===== src/hw/rtl/bbdc_pkg.sv =====
// Shared types and constants of the block bitmap duplicate checker.
// Depends on nothing; imported by the controller, datapath and top level.
`timescale 1ns / 1ps
`default_nettype none

package bbdc_pkg;

   // default map size in blocks
   localparam int DEF_MAX_BLOCKS = 65536;

   // bits per map row and bit-select width
   localparam int MAP_ROW_BITS = 32;
   localparam int MAP_BIT_W    = 5;

   // fixed field widths
   localparam int BLOCK_NUM_W = 32;
   localparam int CNT_W       = 17;
   localparam int DUP_W       = 16;
   localparam int STATUS_W    = 3;
   localparam int CLASS_W     = 2;

   // operation codes
   localparam logic OP_MARK  = 1'b0;
   localparam logic OP_CLEAR = 1'b1;

   // block class codes
   localparam logic [CLASS_W-1:0] CLASS_SYSTEM = 2'd0;
   localparam logic [CLASS_W-1:0] CLASS_FREE   = 2'd1;
   localparam logic [CLASS_W-1:0] CLASS_FILE   = 2'd2;

   // status codes
   localparam logic [STATUS_W-1:0] ST_OK        = 3'd0;
   localparam logic [STATUS_W-1:0] ST_RANGE     = 3'd1;
   localparam logic [STATUS_W-1:0] ST_RANGE_FREE = 3'd2;
   localparam logic [STATUS_W-1:0] ST_OWNED_DUP = 3'd3;
   localparam logic [STATUS_W-1:0] ST_FREE_DUP  = 3'd4;

   // register indexes
   localparam logic CSR_BLOCK_COUNT  = 1'b0;
   localparam logic CSR_REBUILD_MODE = 1'b1;

   // saturation limit of 17-bit counts
   localparam logic [CNT_W-1:0] CNT17_MAX = 17'h1FFFF;

   // controller to datapath
   typedef struct packed {
      logic load_item;   // latch item, issue map row read
      logic eval;        // classify item, update map and counters
      logic clr_step;    // zero one map row, advance clear pointer
      logic rsp_clear;   // post the result of a clear item
   } ctrl_cmd_type;

   // datapath to controller
   typedef struct packed {
      logic clr_last;    // clear pointer sits on the last row
   } dp_status_type;

endpackage

`default_nettype wire


===== src/hw/rtl/bbdc_ctrl.sv =====
// Controller of the block bitmap duplicate checker: item sequencing and
// map clearing. Depends on bbdc_pkg.
`timescale 1ns / 1ps
`default_nettype none

module bbdc_ctrl (
   input  wire logic                    clock,
   input  wire logic                    reset,
   input  wire logic                    start,
   input  wire logic                    req_operation,
   output logic                         busy,
   output bbdc_pkg::ctrl_cmd_type       cmd,
   input  wire bbdc_pkg::dp_status_type dp_status
);

   import bbdc_pkg::*;

   localparam logic [1:0] S_IDLE  = 2'd0;
   localparam logic [1:0] S_EVAL  = 2'd1;
   localparam logic [1:0] S_CLEAR = 2'd2;

   logic [1:0] state_ff, state_in;
   logic       clr_rsp_ff, clr_rsp_in;   // clear pass was started by an item
   logic       accept;

   assign accept = start && (state_ff == S_IDLE);
   assign busy   = (state_ff != S_IDLE);

   // next state and commands
   always_comb begin
      state_in   = state_ff;
      clr_rsp_in = clr_rsp_ff;
      cmd        = '0;
      case (state_ff)
         S_IDLE: begin
            if (accept) begin
               cmd.load_item = 1'b1;
               if (req_operation == OP_CLEAR) begin
                  state_in   = S_CLEAR;
                  clr_rsp_in = 1'b1;
               end else begin
                  state_in = S_EVAL;
               end
            end
         end
         S_EVAL: begin
            cmd.eval = 1'b1;
            state_in = S_IDLE;
         end
         S_CLEAR: begin
            cmd.clr_step = 1'b1;
            if (dp_status.clr_last) begin
               cmd.rsp_clear = clr_rsp_ff;
               clr_rsp_in    = 1'b0;
               state_in      = S_IDLE;
            end
         end
         default: begin
            state_in = S_IDLE;
         end
      endcase
   end

   // reset starts a clearing pass that posts no result
   always_ff @(posedge clock) begin
      if (reset) begin
         state_ff   <= S_CLEAR;
         clr_rsp_ff <= 1'b0;
      end else begin
         state_ff   <= state_in;
         clr_rsp_ff <= clr_rsp_in;
      end
   end

endmodule

`default_nettype wire


===== config.mk =====
export PLATFORM = sky130hd
export DESIGN_NAME = bbdc_ctrl
export DESIGN_NICKNAME = d
export VERILOG_FILES = /design/src/hw/rtl/bbdc_pkg.sv /design/src/hw/rtl/bbdc_ctrl.sv
export SDC_FILE = /design/constraint.sdc
export NUM_CORES = 1
export LEC_CHECK = 0
export ABC_AREA = 1
export BUFFER_PORTS_ARGS = -buffer_cell sky130_fd_sc_hd__buf_2
export CAP_MARGIN = 25
export CORE_AREA = 10 10 47 49
export DETAILED_ROUTE_END_ITERATION = 6
export DIE_AREA = 0 0 57 59
export GPL_ROUTABILITY_DRIVEN = 0
export GPL_TIMING_DRIVEN = 0
export PLACE_DENSITY = 0.31
export SLEW_MARGIN = 40
export SYNTH_ARGS = -nofsm -noshare
export SYNTH_HDL_FRONTEND = slang
export SYNTH_SLANG_ARGS = --single-unit

===== constraint.sdc =====
create_clock -name clock -period 1.7 [get_ports clock]
set_input_delay 0.17 -clock clock [delete_from_list [all_inputs] [get_ports clock]]
set_output_delay 0.17 -clock clock [all_outputs]
set_load 0.01 [all_outputs]

==> impl_metrics.env <==
export IMPL_worstRegToRegCells=3
export IMPL_num_io_pins=10
export IMPL_critical_path_max_fanout=4
export IMPL_maxSlewViolCount=0
export IMPL_rsz0062_at_grt="false"
export IMPL_placedCellCount=46
export IMPL_wl_met1_um=229
export IMPL_first_iter_violations=1
export IMPL_ctsResizeCount=0
export IMPL_dr_pass1_iters=2
export IMPL_p_seq_share_pct=33.5
export IMPL_tns_ns=0
export IMPL_p_clk_share_pct=53.3
export IMPL_p_leak_nw=0.124
export IMPL_start_util_pct=10.3
export IMPL_outcome="finished clean"
export IMPL_cts_tree="yes"
export IMPL_cts_made_buffers=3
export IMPL_end_kind="primary output"
export IMPL_via_per_inst=3.22
export IMPL_antenna_found_initial=0
export IMPL_cts_htree_levels=1
export IMPL_setup_violations=0
export IMPL_max_slew_margin_rel_pct=89.4
export IMPL_hold_buffers=0
export IMPL_max_freq_mhz=858
export IMPL_dieArea_um2=3360
export IMPL_ys_seq_area_share_pct=41.7
export IMPL_synth_cell_type_count=10
export IMPL_fin_skew_ns=0.00428
export IMPL_syn_nets=26
export IMPL_finalHoldViolCount=0
export IMPL_first_global_vias=167
export IMPL_rr_startpoint="state_ff[1]"
export IMPL_cts_num_sinks=3
export IMPL_rows=14
export IMPL_clock_path_buffers=2
export IMPL_grt_pass1_wl_um=614
export IMPL_yosys_warnings=0
export IMPL_antenna_cells=0
export IMPL_hp_class="in2reg"
export IMPL_pwr_share_comb_pct=13.1
export IMPL_rr_endpoint="clr_rsp_ff"
export IMPL_ant_nets=0
export IMPL_clk_latency_ns=0.23
export IMPL_io_buffer_count=9
export IMPL_root_buffer="clkbuf_4"
export IMPL_syn2layout_area_growth_pct=63.5
export IMPL_period_minus_slack_ns=1.16
export IMPL_timing_max_cap_violations=0
export IMPL_wl_per_cell_um=8.06
export IMPL_avgSynthCellArea_um2=6.85
export IMPL_die_w_um=57
export IMPL_reg2reg_slack_ns=0.90
export IMPL_fin_nets=40
export IMPL_crit_start="state_ff[1]"
export IMPL_drc=0
export IMPL_routed_wl_um=403
export IMPL_startpoint_type="register"
export IMPL_coreArea_um2=1400
export IMPL_ys_ff_latch=3
export IMPL_tightest_slew_ns=0.159
export IMPL_wl_met2_um=123
export IMPL_synth_cells=21
export IMPL_dr_wl_met3_um=51
export IMPL_ir_drop_v=0.000226
export IMPL_num_vias=161
export IMPL_grt_total_usage_pct=2.76
export IMPL_instances_no_fill=50
export IMPL_clkTransAtPathRegs_ns=0.04
export IMPL_hold_ws_ns=0.123
export IMPL_critical_path_class="reg2out"
export IMPL_dp_hpwl_um=341
export IMPL_grt_ovfl_total=0
export IMPL_syn_area_um2=144
export IMPL_crit_required_ns=1.53
export IMPL_crit_arrival_ns=0.99
export IMPL_drive_gt1_share_pct=41.2
export IMPL_die_y_um=59
export IMPL_grt_max_degree=5
export IMPL_fin_crit_sh_pct=68.5
export IMPL_top_layer="met3"
export IMPL_internal_power_mw=0.175
export IMPL_cts_setup_buffers=0
export IMPL_crit_path_end="cmd[3]"
export IMPL_p_switching_mw=0.0551
export IMPL_powerDensity_nw_per_um2=980
export IMPL_switching_share_pct=23.9
-- power groups by stage --
| stage | Sequential [mW] | Combinational, mW | Clock, mW |
|---|---|---|---|
| after CTS | 0.0772 | 0.0311 | 0.130 |
| after global routing | 0.0778 | 0.0343 | 0.136 |
| final | 0.0773 | 0.0303 | 0.123 |
| after global placement | 0.0785 | 0.0313 | 0 |
| after detailed placement | 0.0783 | 0.0309 | 0 |
| after floorplan | 0.0779 | 0.0162 | 0 |
-- critical path, stage by stage (launching register included) --
cell     delay (ns)
dfxtp_1        0.33
nor2_2         0.18
nand2_1        0.09
inv_1          0.05
buf_2          0.12
-- registers in the layout, summed over array words and instances, names as in the netlist --
name        cells
state_ff        2
clr_rsp_ff      1
-- worst min path at each step --
stage,from,end,slack (ns),cells after the start
finish,reset,clr_rsp_ff,0.12,2
detailed placement,reset,clr_rsp_ff,0.36,2
CTS,reset,clr_rsp_ff,0.11,2
floorplan,reset,clr_rsp_ff,0.24,1
global route,reset,state_ff[0],0.12,2
global placement,reset,clr_rsp_ff,0.36,2
-- through the flow --
stage	util, %	worst slack, ns	power, mW	instance area, um2
final	16.8	0.535	0.231	235
after CTS	16.8	0.516	0.239	235
after global placement	14.9	0.758	0.110	209
after floorplan	-	0.900	0.0940	144
after global routing	16.8	0.447	0.248	235
after detailed placement	14.9	0.775	0.109	209
-- routing by layer --
| layer | track usage [%] | vias up |
|---|---|---|
| met5 | 0 | - |
| met4 | 3.02 | 0 |
| met3 | 3.22 | 0 |
| met2 | 2.02 | 9 |
| met1 | 3.20 | 64 |
| li1 | - | 88 |
-- area by class of cell --
cell class / instances / area, um2
fillers: 174 / 1170
well taps: 16 / 20.0
flip-flops and latches: 3 / 60.1
multi-input cells: 12 / 61.3
clock buffers: 4 / 26.3
repair buffers: 9 / 45.0
inverters: 6 / 22.5
-- synthesized netlist by cell type --
cell type	number	area share, %
inv_1	6	16
nand2_1	3	7.8
nand3_1	1	3.5
nand3_2	1	7.0
nor3_1	1	3.5
a21oi_1	1	3.5
dfxtp_1	3	42
nor2_2	1	4.4
nor2_1	3	7.8
nand3b_1	1	5.2
-- kinds of logic (layout without fill, tap and decap cells) --
logic type / Yosys count / in the layout / synth area share, %
AOI/OAI and AO/OA: 1 / 1 / 3.47
buffers and inverters: 6 / 19 / 15.7
DFF: 3 / 3 / 41.7
and+or+nand+nor: 11 / 11 / 39.1
-- placed cells by master (no fill, tap or decap) --
master | synthesis | routed
nor2_1 | 3 | 3
nor2_2 | 1 | 1
buf_2 | 0 | 9
clkbuf_1 | 0 | 1
clkbuf_4 | 0 | 3
nor3_1 | 1 | 1
nand3b_1 | 1 | 1
a21oi_1 | 1 | 1
nand3_2 | 1 | 1
nand3_1 | 1 | 1
nand2_1 | 3 | 3
inv_1 | 6 | 6
dfxtp_1 | 3 | 3
Note: power is estimated with default switching activity, not from simulation.
